File: src/rtl/mkdr_pkg.sv
// Shared types and constants of the matrix key debounce and repeat block.
// Depends on nothing; every other file imports it.
`timescale 1ns / 1ps

package mkdr_pkg;

    localparam int RESULT_CAP = 20;
    localparam int MAP_BITS   = 20;
    localparam int TBL_DIM    = 8;

    // Configuration register indexes.
    localparam logic [2:0] CFG_SCAN_INTERVAL   = 3'd0;
    localparam logic [2:0] CFG_DEBOUNCE_TIME   = 3'd1;
    localparam logic [2:0] CFG_LONG_PRESS_TIME = 3'd2;
    localparam logic [2:0] CFG_REPEAT_INTERVAL = 3'd3;
    localparam logic [2:0] CFG_MAX_EVENTS      = 3'd4;

    // Event kinds.
    localparam logic [1:0] EV_PRESS   = 2'd0;
    localparam logic [1:0] EV_LONG    = 2'd1;
    localparam logic [1:0] EV_REPEAT  = 2'd2;
    localparam logic [1:0] EV_RELEASE = 2'd3;

    typedef enum logic [1:0] {
        PH_IDLE     = 2'd0,
        PH_DEBOUNCE = 2'd1,
        PH_PRESSED  = 2'd2,
        PH_LONG     = 2'd3
    } t_phase;

    typedef enum logic [2:0] {
        S_IDLE,
        S_CHECK,
        S_READ,
        S_EVAL,
        S_FLUSH
    } t_state;

    typedef struct packed {
        logic [31:0] now_ms;
        logic [19:0] pressed_map;
    } t_in_beat;

    typedef struct packed {
        logic [7:0] key_id;
        logic [1:0] event_kind;
        logic       last_event;
    } t_out_beat;

    // Controller to datapath.
    typedef struct packed {
        logic load;   // capture the incoming sample
        logic start;  // sample accepted: stamp time, rewind the key walk
        logic rd;     // read the state of the current key
        logic eval;   // evaluate the current key and write it back
        logic flush;  // hand out the held event as the final one
    } t_cmd;

    // Datapath to controller.
    typedef struct packed {
        logic scan_ok;
        logic eval_ok;
        logic last_key;
        logic flush_ok;
    } t_status;

    localparam logic [7:0] CODE_TABLE [0:TBL_DIM-1][0:TBL_DIM-1] = '{
        '{8'h53, 8'h54, 8'h55, 8'h56, 8'h00, 8'h00, 8'h00, 8'h00},
        '{8'h59, 8'h5A, 8'h5B, 8'h00, 8'h00, 8'h00, 8'h00, 8'h00},
        '{8'h5C, 8'h5D, 8'h5E, 8'h57, 8'h00, 8'h00, 8'h00, 8'h00},
        '{8'h5F, 8'h60, 8'h61, 8'h00, 8'h00, 8'h00, 8'h00, 8'h00},
        '{8'h62, 8'h63, 8'h58, 8'h00, 8'h00, 8'h00, 8'h00, 8'h00},
        '{8'h00, 8'h00, 8'h00, 8'h00, 8'h00, 8'h00, 8'h00, 8'h00},
        '{8'h00, 8'h00, 8'h00, 8'h00, 8'h00, 8'h00, 8'h00, 8'h00},
        '{8'h00, 8'h00, 8'h00, 8'h00, 8'h00, 8'h00, 8'h00, 8'h00}
    };

endpackage

File: src/rtl/mkdr_ctrl.sv
// Sequencer of the key walk: accept, interval check, read/evaluate per key, flush.
// Depends on mkdr_pkg.
`timescale 1ns / 1ps

module mkdr_ctrl
    import mkdr_pkg::*;
(
    input  logic    i_clk,
    input  logic    i_rst_n,
    input  logic    i_in_valid,
    output logic    o_in_stall,
    input  t_status i_status,
    output t_cmd    o_cmd
);

    t_state r_state;
    t_state n_state;

    always_ff @(posedge i_clk) begin
        if (!i_rst_n) begin
            r_state <= S_IDLE;
        end else begin
            r_state <= n_state;
        end
    end

    always_comb begin
        n_state = r_state;
        unique case (r_state)
            S_IDLE:  if (i_in_valid) n_state = S_CHECK;
            S_CHECK: n_state = i_status.scan_ok ? S_READ : S_IDLE;
            S_READ:  n_state = S_EVAL;
            S_EVAL: begin
                if (i_status.eval_ok) begin
                    n_state = i_status.last_key ? S_FLUSH : S_READ;
                end
            end
            S_FLUSH: if (i_status.flush_ok) n_state = S_IDLE;
            default: n_state = S_IDLE;
        endcase
    end

    always_comb begin
        o_cmd      = '0;
        o_in_stall = 1'b1;
        unique case (r_state)
            S_IDLE: begin
                o_in_stall = 1'b0;
                o_cmd.load = i_in_valid;
            end
            S_CHECK: o_cmd.start = i_status.scan_ok;
            S_READ:  o_cmd.rd    = 1'b1;
            S_EVAL:  o_cmd.eval  = 1'b1;
            S_FLUSH: o_cmd.flush = 1'b1;
            default: o_cmd = '0;
        endcase
    end

endmodule

File: src/rtl/mkdr_datapath.sv
// Key state memory, per-key phase logic, event holding stage and output register.
// Depends on mkdr_pkg; driven by mkdr_ctrl.
`timescale 1ns / 1ps

module mkdr_datapath
    import mkdr_pkg::*;
#(
    parameter int ROWS = 5,
    parameter int COLS = 4
) (
    input  logic      i_clk,
    input  logic      i_rst_n,
    input  t_cmd      i_cmd,
    output t_status   o_status,
    input  t_in_beat  i_in_data,
    input  logic      i_cfg_we,
    input  logic [2:0] i_cfg_idx,
    input  logic [15:0] i_cfg_data,
    output logic      o_out_valid,
    input  logic      i_out_stall,
    output t_out_beat o_out_data
);

    localparam int NK = ROWS * COLS;
    localparam int IW = (NK > 1) ? $clog2(NK) : 1;
    localparam int RW = (ROWS > 1) ? $clog2(ROWS) : 1;
    localparam int CW = (COLS > 1) ? $clog2(COLS) : 1;

    // Configuration.
    logic [15:0] r_scan_interval;
    logic [15:0] r_debounce_time;
    logic [15:0] r_long_press_time;
    logic [15:0] r_repeat_interval;
    logic [4:0]  r_max_events;

    always_ff @(posedge i_clk) begin
        if (!i_rst_n) begin
            r_scan_interval   <= 16'd10;
            r_debounce_time   <= 16'd20;
            r_long_press_time <= 16'd1000;
            r_repeat_interval <= 16'd100;
            r_max_events      <= 5'd20;
        end else if (i_cfg_we) begin
            unique case (i_cfg_idx)
                CFG_SCAN_INTERVAL:   r_scan_interval   <= i_cfg_data;
                CFG_DEBOUNCE_TIME:   r_debounce_time   <= i_cfg_data;
                CFG_LONG_PRESS_TIME: r_long_press_time <= i_cfg_data;
                CFG_REPEAT_INTERVAL: r_repeat_interval <= i_cfg_data;
                CFG_MAX_EVENTS:      r_max_events      <= i_cfg_data[4:0];
                default: ;
            endcase
        end
    end

    // Sample, scan stamp and walk position.
    logic [31:0] r_now;
    logic [19:0] r_map;
    logic [31:0] r_last_scan;
    logic [IW-1:0] r_idx;
    logic [RW-1:0] r_row;
    logic [CW-1:0] r_col;
    logic [4:0]  r_count;

    always_ff @(posedge i_clk) begin
        if (i_cmd.load) begin
            r_now <= i_in_data.now_ms;
            r_map <= i_in_data.pressed_map;
        end
    end

    always_ff @(posedge i_clk) begin
        if (!i_rst_n) begin
            r_last_scan <= '0;
        end else if (i_cmd.start) begin
            r_last_scan <= r_now;
        end
    end

    logic [31:0] w_since;
    assign w_since          = r_now - r_last_scan;
    assign o_status.scan_ok = w_since >= 32'(r_scan_interval);

    // Key state memory: phase and phase start time. Timer contents only
    // matter once the entry has been written, so only the phase has a
    // valid flag that reads as idle.
    logic [33:0]   r_mem [NK];
    logic [33:0]   r_rd_data;
    logic [NK-1:0] r_valid;
    logic          r_rd_valid;

    logic [7:0]  w_code;
    logic        w_down;
    logic [63:0] w_map_ext;
    t_phase      w_phase;
    logic [31:0] w_timer;
    logic [31:0] w_held;
    t_phase      n_phase;
    logic [31:0] n_timer;
    logic        w_hit;
    logic [1:0]  w_kind;
    logic [4:0]  w_cap;
    logic        w_emit;
    logic        w_out_busy;
    logic        w_advance;

    // Map bits beyond the twenty sampled ones read as released.
    assign w_map_ext = 64'(r_map);
    assign w_code    = CODE_TABLE[3'(r_row)][3'(r_col)];
    assign w_down    = w_map_ext[6'(r_idx)];
    assign w_phase   = r_rd_valid ? t_phase'(r_rd_data[33:32]) : PH_IDLE;
    assign w_timer   = r_rd_data[31:0];
    assign w_held    = r_now - w_timer;

    always_comb begin
        n_phase = w_phase;
        n_timer = w_timer;
        w_hit   = 1'b0;
        w_kind  = EV_PRESS;
        unique case (w_phase)
            PH_IDLE: begin
                if (w_down) begin
                    n_phase = PH_DEBOUNCE;
                    n_timer = r_now;
                end
            end
            PH_DEBOUNCE: begin
                if (!w_down) begin
                    n_phase = PH_IDLE;
                end else if (w_held >= 32'(r_debounce_time)) begin
                    n_phase = PH_PRESSED;
                    n_timer = r_now;
                    w_hit   = 1'b1;
                    w_kind  = EV_PRESS;
                end
            end
            PH_PRESSED: begin
                if (!w_down) begin
                    n_phase = PH_IDLE;
                    w_hit   = 1'b1;
                    w_kind  = EV_RELEASE;
                end else if (w_held >= 32'(r_long_press_time)) begin
                    n_phase = PH_LONG;
                    n_timer = r_now;
                    w_hit   = 1'b1;
                    w_kind  = EV_LONG;
                end
            end
            PH_LONG: begin
                if (!w_down) begin
                    n_phase = PH_IDLE;
                    w_hit   = 1'b1;
                    w_kind  = EV_RELEASE;
                end else if (w_held >= 32'(r_repeat_interval)) begin
                    n_timer = r_now;
                    w_hit   = 1'b1;
                    w_kind  = EV_REPEAT;
                end
            end
            default: n_phase = w_phase;
        endcase
    end

    // Events past the cap are dropped; the key still advances.
    assign w_cap  = (r_max_events < 5'(RESULT_CAP)) ? r_max_events : 5'(RESULT_CAP);
    assign w_emit = (w_code != 8'h00) && w_hit && (r_count < w_cap);

    // The newest event is held back one step so that the final one of the
    // sample can be marked when the walk ends.
    logic      r_pend_v;
    t_out_beat r_pend;
    logic      r_out_valid;
    t_out_beat r_out;

    assign w_out_busy       = r_out_valid && i_out_stall;
    assign o_status.eval_ok = !(w_emit && r_pend_v && w_out_busy);
    assign o_status.last_key = r_idx == IW'(NK - 1);
    assign o_status.flush_ok = !(r_pend_v && w_out_busy);
    assign w_advance        = i_cmd.eval && o_status.eval_ok;

    always_ff @(posedge i_clk) begin
        if (i_cmd.rd) begin
            r_rd_data <= r_mem[r_idx];
        end
        if (w_advance && (w_code != 8'h00)) begin
            r_mem[r_idx] <= {n_phase, n_timer};
        end
    end

    always_ff @(posedge i_clk) begin
        if (!i_rst_n) begin
            r_valid    <= '0;
            r_rd_valid <= 1'b0;
        end else begin
            if (i_cmd.rd) begin
                r_rd_valid <= r_valid[r_idx];
            end
            if (w_advance && (w_code != 8'h00)) begin
                r_valid[r_idx] <= 1'b1;
            end
        end
    end

    always_ff @(posedge i_clk) begin
        if (!i_rst_n) begin
            r_idx   <= '0;
            r_row   <= '0;
            r_col   <= '0;
            r_count <= '0;
        end else if (i_cmd.start) begin
            r_idx   <= '0;
            r_row   <= '0;
            r_col   <= '0;
            r_count <= '0;
        end else if (w_advance) begin
            if (!o_status.last_key) begin
                r_idx <= r_idx + 1'b1;
                if (r_col == CW'(COLS - 1)) begin
                    r_col <= '0;
                    r_row <= r_row + 1'b1;
                end else begin
                    r_col <= r_col + 1'b1;
                end
            end
            if (w_emit) begin
                r_count <= r_count + 5'd1;
            end
        end
    end

    logic w_push_out;
    logic w_last_out;
    assign w_push_out = r_pend_v && ((w_advance && w_emit) || (i_cmd.flush && !w_out_busy));
    assign w_last_out = i_cmd.flush;

    always_ff @(posedge i_clk) begin
        if (!i_rst_n) begin
            r_pend_v    <= 1'b0;
            r_out_valid <= 1'b0;
        end else begin
            if (w_advance && w_emit) begin
                r_pend_v <= 1'b1;
            end else if (i_cmd.flush && !w_out_busy) begin
                r_pend_v <= 1'b0;
            end
            if (w_push_out) begin
                r_out_valid <= 1'b1;
            end else if (!i_out_stall) begin
                r_out_valid <= 1'b0;
            end
        end
    end

    always_ff @(posedge i_clk) begin
        if (w_advance && w_emit) begin
            r_pend.key_id     <= w_code;
            r_pend.event_kind <= w_kind;
            r_pend.last_event <= 1'b0;
        end
        if (w_push_out) begin
            r_out.key_id     <= r_pend.key_id;
            r_out.event_kind <= r_pend.event_kind;
            r_out.last_event <= w_last_out;
        end
    end

    assign o_out_valid = r_out_valid;
    assign o_out_data  = r_out;

    a_count_bound: assert property (@(posedge i_clk) disable iff (!i_rst_n)
        r_count <= 5'(RESULT_CAP))
        else $error("event count above the result cap");

    a_pend_counted: assert property (@(posedge i_clk) disable iff (!i_rst_n)
        r_pend_v |-> (r_count != 5'd0))
        else $error("held event without a counted emission");

    a_flush_empties: assert property (@(posedge i_clk) disable iff (!i_rst_n)
        (w_push_out && w_last_out) |=> !r_pend_v && r_out_valid && r_out.last_event)
        else $error("final beat left an event behind");

    a_no_overwrite: assert property (@(posedge i_clk) disable iff (!i_rst_n)
        (r_out_valid && i_out_stall) |-> !w_push_out)
        else $error("output register overwritten while stalled");

endmodule

File: src/rtl/matrix_key_debounce_repeat.sv
// Top level of the matrix key debounce, long press and auto-repeat block.
// Depends on mkdr_pkg, mkdr_ctrl and mkdr_datapath.
`timescale 1ns / 1ps

// Takes one timestamped sample of the key matrix per input beat and returns
// press, long-press, repeat and release events, the final one of a sample
// marked by last_event. A sample closer than scan_interval to the last
// accepted one is dropped at the interval check and yields nothing. An
// accepted sample walks all ROWS*COLS keys through the single-port state
// memory, each key as a registered read, then evaluate and write back,
// after accept and interval check and before the flush; the walk and flush
// stall only while the output stalls. Input is taken again once the walk
// ends, even while the final event still waits in the output register.
// No clearing pass is needed after reset.

module matrix_key_debounce_repeat
    import mkdr_pkg::*;
#(
    parameter int ROWS = 5,
    parameter int COLS = 4
) (
    input  logic        i_clk,
    input  logic        i_rst_n,
    input  logic        i_in_valid,
    output logic        o_in_stall,
    input  t_in_beat    i_in_data,
    output logic        o_out_valid,
    input  logic        i_out_stall,
    output t_out_beat   o_out_data,
    input  logic        i_cfg_we,
    input  logic [2:0]  i_cfg_idx,
    input  logic [15:0] i_cfg_data
);

    t_cmd    w_cmd;
    t_status w_status;

    mkdr_ctrl u_ctrl (
        .i_clk      (i_clk),
        .i_rst_n    (i_rst_n),
        .i_in_valid (i_in_valid),
        .o_in_stall (o_in_stall),
        .i_status   (w_status),
        .o_cmd      (w_cmd)
    );

    mkdr_datapath #(
        .ROWS (ROWS),
        .COLS (COLS)
    ) u_datapath (
        .i_clk       (i_clk),
        .i_rst_n     (i_rst_n),
        .i_cmd       (w_cmd),
        .o_status    (w_status),
        .i_in_data   (i_in_data),
        .i_cfg_we    (i_cfg_we),
        .i_cfg_idx   (i_cfg_idx),
        .i_cfg_data  (i_cfg_data),
        .o_out_valid (o_out_valid),
        .i_out_stall (i_out_stall),
        .o_out_data  (o_out_data)
    );

endmodule

File: config.mk
export PLATFORM = sky130hd
export DESIGN_NAME = matrix_key_debounce_repeat
export DESIGN_NICKNAME = d
export VERILOG_FILES = /design/src/rtl/mkdr_pkg.sv /design/src/rtl/mkdr_ctrl.sv /design/src/rtl/mkdr_datapath.sv /design/src/rtl/matrix_key_debounce_repeat.sv
export SDC_FILE = /design/constraint.sdc
export NUM_CORES = 1
export LEC_CHECK = 0
export BUFFER_PORTS_ARGS = -buffer_cell sky130_fd_sc_hd__buf_2
export CAP_MARGIN = 20
export CORE_MARGIN = 4
export CORE_UTILIZATION = 30
export CTS_CLUSTER_SIZE = 16
export DETAILED_ROUTE_END_ITERATION = 6
export GPL_TIMING_DRIVEN = 0
export MAX_ROUTING_LAYER = met4
export PLACE_DENSITY = 0.52
export SLEW_MARGIN = 40
export SYNTH_ARGS = -nofsm -noshare
export SYNTH_HDL_FRONTEND = slang
export SYNTH_SLANG_ARGS = --single-unit
File: constraint.sdc
create_clock -name i_clk -period 17.4 [get_ports i_clk]
set_input_delay 1.74 -clock i_clk [delete_from_list [all_inputs] [get_ports i_clk]]
set_output_delay 1.74 -clock i_clk [all_outputs]
set_load 0.02 [all_outputs]
==> results by group, run 1 <==
Status
  • Status: finished clean

Routing
  • ANT nets after route: 0
  • Via count: ~24000
  • WL per Instance: between 20 and 25 microns
  • Detailed Routing Iterations Pass 1: 5
  • Via/cell ratio: roughly 5.0
  • DRC viols: 0
  • DR iter-0 viols: 1959
  • Detailed Route WL: between 100000 and 150000 microns

CTS
  • Num Clock Sinks: between 900 and 1000
  • Worst-Skew Late Latency: roughly 0.70 ns
  • Hold_buf cts: 0
  • Clk slew on worst S/H paths: 0.06 ns
  • CTS root buf: clkbuf_16
  • Clk buf depth: 3
  • Post-CTS resize count: 0
  • Setup Buffers After CTS: 0
  • H-tree Lvls: 3
  • CTS tree: built
  • Number of buffers inserted during clock tree synthesis: between 90 and 100

Timing
  • Min Hold Slack: about 0.42 ns
  • Unrepaired setup endpoints after global routing: no
  • Measured slew at the worst slew-check pin: approximately 0.9 ns
  • Final WS setup: between 9 and 10 ns
  • Slew Limit Fails: 0
  • Setup TNS: 0 ns
  • Final min period: 7.55 ns
  • Clock skew: about 0.056 ns
  • Final Cycle Share: a little over two fifths
  • Max-Slew Margin vs Limit: about two fifths
  • Fmax: between 100 and 150 MHz
  • Hold Fails Final Rpt: 0
  • Final setup fails: 0

Place
  • Final HPWL DP: roughly 80000 microns
  • Final RePlAce weighted congestion: approximately 0.87
  • Placed cells: 4630
  • DP Worst Slack: between 9 and 10 ns
  • I/O Buffers: a little under 90

Floorplan
  • Die Y: 378 microns
  • DIE AREA: 143000 sq um
  • Initial core utilization: a little under a third
  • Chip Width: 378 microns
  • Ports: 89
  • Total core area: around 140000 sq um
  • Row cnt: approximately 140

Power
  • PwrDens: 104 nW/um^2
  • Peak supply drop: ~0.077 mV
  • Static Leak: 15.9 nW
  • Seq pwr share: 49.5%
  • Switching pwr: 1.23 mW
  • Clk network pwr share: 41.1%
  • Switching part of the total power: between 20% and 30%
  • P_int: between 3 and 4 mW
  • Combinational share of power: approximately a tenth

Final layout
  • Area Overhead vs Synth: 17.1%
  • Area of the multi-input gates: around 14000 sq um
  • Nets: around 3200
  • Final Non-Filler Cells: around 4800
  • Layout cells sized above 1: between 20% and 30%
  • Fin util: a little over a third
  • Layout filler cell count: ~13000
  • Register area: approximately 26000 sq um

Yosys
  • Post-Syn Area: a little over 40000 sq um
  • Post-synth EDFFs: around 790
  • Unique cell type count in the Yosys netlist: 91
  • Synth Instances: 2700
  • Post-synthesis register bit count: a little over 900
  • YS warnings: 0
  • Seq/Total Area, Yosys: between 60 and 70%
  • Synth Flop Type: edfxtp_1
  • Cell with the most instances after synthesis: edfxtp_1
  • Synth top cells by count: edfxtp_1, nand2_1, mux4_2, inv_1
  • Post-synth top area share: between 50 and 60%
  • Syn Nets: 2920
  • Post-synthesis area per instance: 15.2 sq um
  • Most area-consuming cells after synthesis: edfxtp_1, mux4_2, dfxtp_1, ha_1, mux2i_1
  • Synth area leader: edfxtp_1
  • Post-synth ARST share: 0%

Setup path
  • CP max FO: 10
  • CP max stage cell: xor2_1
  • Worst Path Arrival: about 8.0 ns
  • Worst setup path class: flop to flop
  • Crit path cell chain: ha_1 > and4_1 > o2111a_1 > o22ai_2 > nand2_1 > a21oi_1 > o21ai_0 > xor2_1 > ha_1 > nand4_1 > nor2_1 > a21oi_1 > o211ai_1 > a41oi_1 > nand2b_1 > o211a_1 > a31oi_2 > nor3_2 > buf_6 > nand4_1 > nor3_2 > buf_4 > buf_4 > buf_2
  • CP peak stage delay: between 0.5 and 0.6 ns
  • Critical path startpoint category: flop
  • Critical path required time: approximately 18 ns
  • Top Family by Delay on Critical Path: simple AND/OR/NAND/NOR gates
  • Crit path capture type: flop
  • CP bufs+invs: 4

Global routing
  • Largest net degree at the start of global routing: 27
  • Initial antenna violation count: 5
  • Congestion Overflow GR: 0
  • GRT Util Overall: 16.0%
  • Vias in the first global route: about 24000
  • First-pass GRT wire length: roughly 160000 microns

Min path
  • Hold Crit Class: flop to flop

Job
  • Max Cap Viol: 0
## registers in the layout (all words and copies together), names as in the netlist, 2 cells and up
| register | cells |
|---|---|
| u_datapath.r_count | 5 |
| u_datapath.r_map | 20 |
| u_datapath.r_long_press_time | 16 |
| u_datapath.r_col | 2 |
| u_datapath.r_repeat_interval | 16 |
| u_datapath.r_debounce_time | 16 |
| u_datapath.r_idx | 5 |
| u_datapath.r_row | 3 |
| u_datapath.r_valid | 20 |
| u_datapath.r_scan_interval | 16 |
| u_datapath.r_mem | 680 |
| u_datapath.r_last_scan | 32 |
| u_datapath.r_now | 32 |
| u_datapath.r_rd_data | 34 |
| u_datapath.o_out_data | 10 |
| u_ctrl.r_state | 3 |
| u_datapath.r_max_events | 5 |
| u_datapath.r_pend | 9 |
## final timing paths
path	start	end	slack (ns)	cells past startpoint
worst min-delay path	u_datapath.r_pend[8]	u_datapath.o_out_data[8]	0.42	0
worst min register to register	u_datapath.r_pend[8]	u_datapath.o_out_data[8]	0.42	0
worst max register to register	u_datapath.r_now[7]	u_datapath.r_mem[1][19]	9.85	24
worst max-delay path	u_datapath.r_now[7]	u_datapath.r_mem[1][19]	9.85	24
## per-stage QoR
stage	area [sq um]	total power, mW
floorplan	41100	2.83
global placement	43800	2.99
finish	48200	5.02
global route	48200	5.21
CTS	48200	5.07
detailed placement	45000	3.00
## worst register-to-register path, stage by stage (launching register included)
cell      delay [ns]
edfxtp_1        0.55
ha_1            0.46
and4_1          0.29
o2111a_1        0.14
o22ai_2         0.32
nand2_1         0.27
a21oi_1         0.35
o21ai_0         0.15
xor2_1          0.59
ha_1            0.38
nand4_1         0.12
nor2_1          0.08
a21oi_1         0.13
o211ai_1        0.11
a41oi_1         0.49
nand2b_1        0.18
o211a_1         0.21
a31oi_2         0.17
nor3_2          0.42
buf_6           0.22
nand4_1         0.41
nor3_2          0.53
buf_4           0.28
buf_4           0.20
buf_2           0.23
## power by group through the flow
| stage | Sequential, mW | Clock [mW] | Combinational, mW |
|---|---|---|---|
| 2_1_floorplan | 2.52 | 0 | 0.318 |
| 3_3_place_gp | 2.53 | 0 | 0.461 |
| 3_5_place_dp | 2.53 | 0 | 0.473 |
| 4_1_cts | 2.48 | 2.12 | 0.475 |
| 5_1_grt | 2.48 | 2.20 | 0.527 |
| 6_report | 2.48 | 2.06 | 0.472 |
## routing by layer
metal | part of all wire [%] | GRT usage, %
met5 | 0 | -
met1 | 45 | 21.4
met3 | 6.1 | 2.86
met2 | 47 | 25.6
met4 | 2.1 | 3.55
## placed cells by master (no fill, tap or decap), drive strengths merged, types with 11 or more instances in the layout
cell type	n
o21ai	79
o211ai	26
buf	190
mux2i	83
nand3	22
mux2	67
o21a	15
dfxtp	142
nor3	53
a21oi	94
ha	142
nand2b	19
a211oi	11
a221o	35
xor2	18
nand4	20
a21boi	58
nor2b	54
xnor2	33
and3	12
a21o	37
nand2	222
clkbuf	196
and2	15
nor2	84
edfxtp	785
inv	158
mux4	182
clkinv	52
a31oi	13
## cell families (layout without fill, tap and decap cells)
kind of cell | Yosys count | in the layout | share of synthesized area [%]
flip-flops | 927 | 927 | 64.2
buffers and inverters | 273 | 603 | 2.60
AO/OA/AOI/OAI | 423 | 423 | 7.15
other | 1 | 2 | 0.00911
AND/OR/NAND/NOR | 549 | 549 | 6.72
multiplexers | 332 | 332 | 13.8
adder cells (fa/ha/maj) | 144 | 144 | 4.42
XOR/XNOR | 51 | 51 | 1.09
## layout make-up
| cell class | count | area share, % |
|---|---|---|
| Sequential cell | 927 | 54.8 |
| Multi-Input combinational cell | 1500 | 28.7 |
| Clock buffer | 118 | 5.34 |
| Tap cell | 1781 | 4.63 |
| Timing Repair Buffer | 149 | 2.96 |
| Clock inverter | 63 | 1.24 |
| Inverter | 154 | 1.20 |
| Buffer | 119 | 1.11 |
| Antenna cell | 1 | 0.00519 |
No activity file was read; power rests on OpenSTA's default activity.
==> run 2: changes to the inputs <==
==> constraint.sdc (replaced) <==
create_clock -name i_clk -period 7.3 [get_ports i_clk]
set_input_delay 0.73 -clock i_clk [delete_from_list [all_inputs] [get_ports i_clk]]
set_output_delay 0.73 -clock i_clk [all_outputs]
set_load 0.02 [all_outputs]
==> run 2 against run 1 <==
  * Total power up 140%
  * Critical endpoint is now u_datapath.r_mem[2][7]
  * Non-clock buffer count up 5
  * Sequential share of layout area down 0.094 points
  * Highest routed layer unchanged
  * Cell area up 0.17%
  * Largest power group unchanged
  * Fmax up 8.7%
  * Clock power up 140%
  * Cell count up 0.12%
  * Wire length up 0.13%
  * Die area unchanged
  * Core utilization up 0.061 points
  * Via count about the same
==> results by group, run 2 (synthesized netlist as in run 1, its figures left out) <==
CTS
  • Worst-Skew Late Latency: 0.70 ns (about the same)
  • Number of buffers inserted during clock tree synthesis: 99 (unchanged)
  • Clk buf depth: 3 (unchanged)
  • Clk slew on worst S/H paths: 0.06 ns (about the same)
  • CTS tree: built
  • CTS root buf: clkbuf_16
  • H-tree Lvls: 3 (unchanged)
  • Num Clock Sinks: 927 (unchanged)

Setup path
  • Critical path startpoint category: flop
  • Crit path capture type: flop
  • CP max FO: 10 (unchanged)
  • Worst Path Arrival: 7.35 ns (-0.60 ns)
  • Critical path required time: 7.71 ns (-10.09 ns)
  • Worst setup path class: flop to flop

Final layout
  • Reg with most FFs: u_datapath.r_mem
  • Number of flip-flops in the largest register: 680 (unchanged)
  • Commonest non-fill, non-tap cells in the layout: edfxtp_1, nand2_1, mux4_2
  • Largest regs: u_datapath.r_mem: 680 flops, u_datapath.r_rd_data: 34 flops
  • Area Overhead vs Synth: 17.3%
  • Register area: 26400 sq um (unchanged)
  • Layout cells sized above 1: 21.8% (+0.29 points)
  • Most common cell after layout, fill and taps aside: edfxtp_1
  • Nets: 3175 (+0.16%)
  • Layout filler cell count: 12992 (-0.038%)
  • Area of the multi-input gates: 13900 sq um (+0.31%)

Global routing
  • Vias in the first global route: 24287 (+0.078%)
  • GRT met3 Usage: 3.07% (+0.21 points)
  • Busiest grt layer: met2
  • First-pass GRT wire length: 164000 microns (about the same)
  • GRT Util Overall: 16.0% (about the same)
  • Congestion Overflow GR: 0 (unchanged)
  • Met1 Resource Use GR: 21.2% (-0.12 points)
  • Largest net degree at the start of global routing: 27 (unchanged)
  • Initial antenna violation count: 6 (+1)
  • Met2 GRT Util: 25.4% (-0.18 points)

Timing
  • Setup TNS: 0 ns (unchanged)
  • Min Hold Slack: 0.213 ns (-0.205 ns)
  • Measured slew at the worst slew-check pin: 0.909 ns (+0.00511 ns)
  • Final Cycle Share: 95.2% (+52 points)
  • Clock skew: 0.0538 ns (-0.00178 ns)
  • Final WS setup: 0.351 ns (-9.49 ns)
  • Slew Limit Fails: 0 (unchanged)
  • Hold Fails Final Rpt: 0 (unchanged)
  • Fmax: 144 MHz (+8.7%)
  • Unrepaired setup endpoints after global routing: no
  • Final setup fails: 0 (unchanged)
  • Final min period: 6.95 ns (-0.605 ns)
  • Max-Slew Margin vs Limit: 39.4% (-0.34 points)

Routing
  • DR iter-0 viols: 2099 (+7.1%)
  • Detailed Routing Iterations Pass 1: 5 (unchanged)
  • WL per Instance: 23.2 microns (about the same)
  • Via count: 24046 (+0.012%)
  • ANT nets after route: 0 (unchanged)
  • Via/cell ratio: 4.99 (-0.11%)
  • DRC viols: 0 (unchanged)
  • Detailed Route WL: 112000 microns (+0.13%)

Power
  • Static Leak: 15.9 nW (+0.15%)
  • Peak supply drop: 0.182 mV (+140%)
  • PwrDens: 248 nW/um^2 (+140%)

Job
  • Max Cap Viol: 0 (unchanged)

Floorplan
  • Die Y: 378 microns (unchanged)
  • Ports: 89 (unchanged)
  • Chip Width: 378 microns (unchanged)
  • DIE AREA: 143000 sq um (unchanged)
  • Total core area: 136000 sq um (unchanged)
  • Initial core utilization: 30.3% (unchanged)
  • Row cnt: 135 (unchanged)

Min path
  • Hold Crit Class: input pin to flop

Place
  • Final RePlAce weighted congestion: 0.871 (unchanged)
  • I/O Buffers: 87 (unchanged)
  • DP Worst Slack: -0.219 ns (-10.10 ns)
  • Final HPWL DP: 81000 microns (unchanged)

Status
  • Status: finished clean
==> run 2: timing repair <==
item	in CTS	in global routing
hold buffers	0	0
gates resized for setup	3	4
endpoints found under the setup margin	21	91
buffers inserted	0	5
pin swaps	0	1
==> run 2: final timing paths <==
check	startpoint	to	slack (ns)	cells after the start
min reg2reg	u_datapath.r_pend[8]	u_datapath.o_out_data[8]	0.42	0
min	i_in_data[8]	u_datapath.r_map[8]	0.21	1
max reg2reg	u_datapath.r_now[7]	u_datapath.r_mem[2][7]	0.35	24
max	u_datapath.r_now[7]	u_datapath.r_mem[2][7]	0.35	24
==> run 2: through the flow <==
stage          cells  power [mW]  cell area, sq um  utilization [%]
2_1_floorplan   2700        6.75             41100                -
3_3_place_gp    4568        7.13             43800             32.3
3_5_place_dp    4630        7.15             45000             33.1
4_1_cts         4811        12.1             48200             35.5
5_1_grt         4817        12.4             48300             35.5
6_report        4818        12.0             48300             35.5
==> run 2: per-layer routing <==
layer	routed length (microns)	share of wire, %
met3	6790	6.1
met1	50000	45
met2	52500	47
met5	0	0
met4	2620	2.3
==> run 2: final cells by class <==
cell class / instances / share of cell area (%)
clock inverters: 63 / 1.24
flip-flops and latches: 927 / 54.7
multi-input cells: 1500 / 28.7
inverters: 154 / 1.20
repair buffers: 154 / 3.03
clock buffers: 118 / 5.33
well taps: 1781 / 4.62
diodes: 2 / 0.0104
plain buffers: 119 / 1.10
==> run 2: worst max-delay path, stage by stage, from the launching register on <==
cell      delay [ns]
edfxtp_1        0.54
ha_1            0.45
and4_1          0.29
o2111a_1        0.14
o22ai_2         0.32
nand2_1         0.26
a21oi_1         0.37
o21ai_0         0.19
xor2_2          0.39
ha_1            0.33
nand4_1         0.12
nor2_1          0.09
a21oi_1         0.13
o211ai_1        0.13
a41oi_2         0.35
nand2b_1        0.16
o211a_1         0.20
a31oi_2         0.17
nor3_2          0.43
buf_6           0.22
nand4_4         0.24
nor3_2          0.45
buf_4           0.24
buf_2           0.22
buf_4           0.21
==> run 2: where the power goes <==
part	internal, mW	switching, mW
sequential	5.86	0.0561
combinational	0.422	0.710
clock	2.75	2.17
total	9.03	2.93
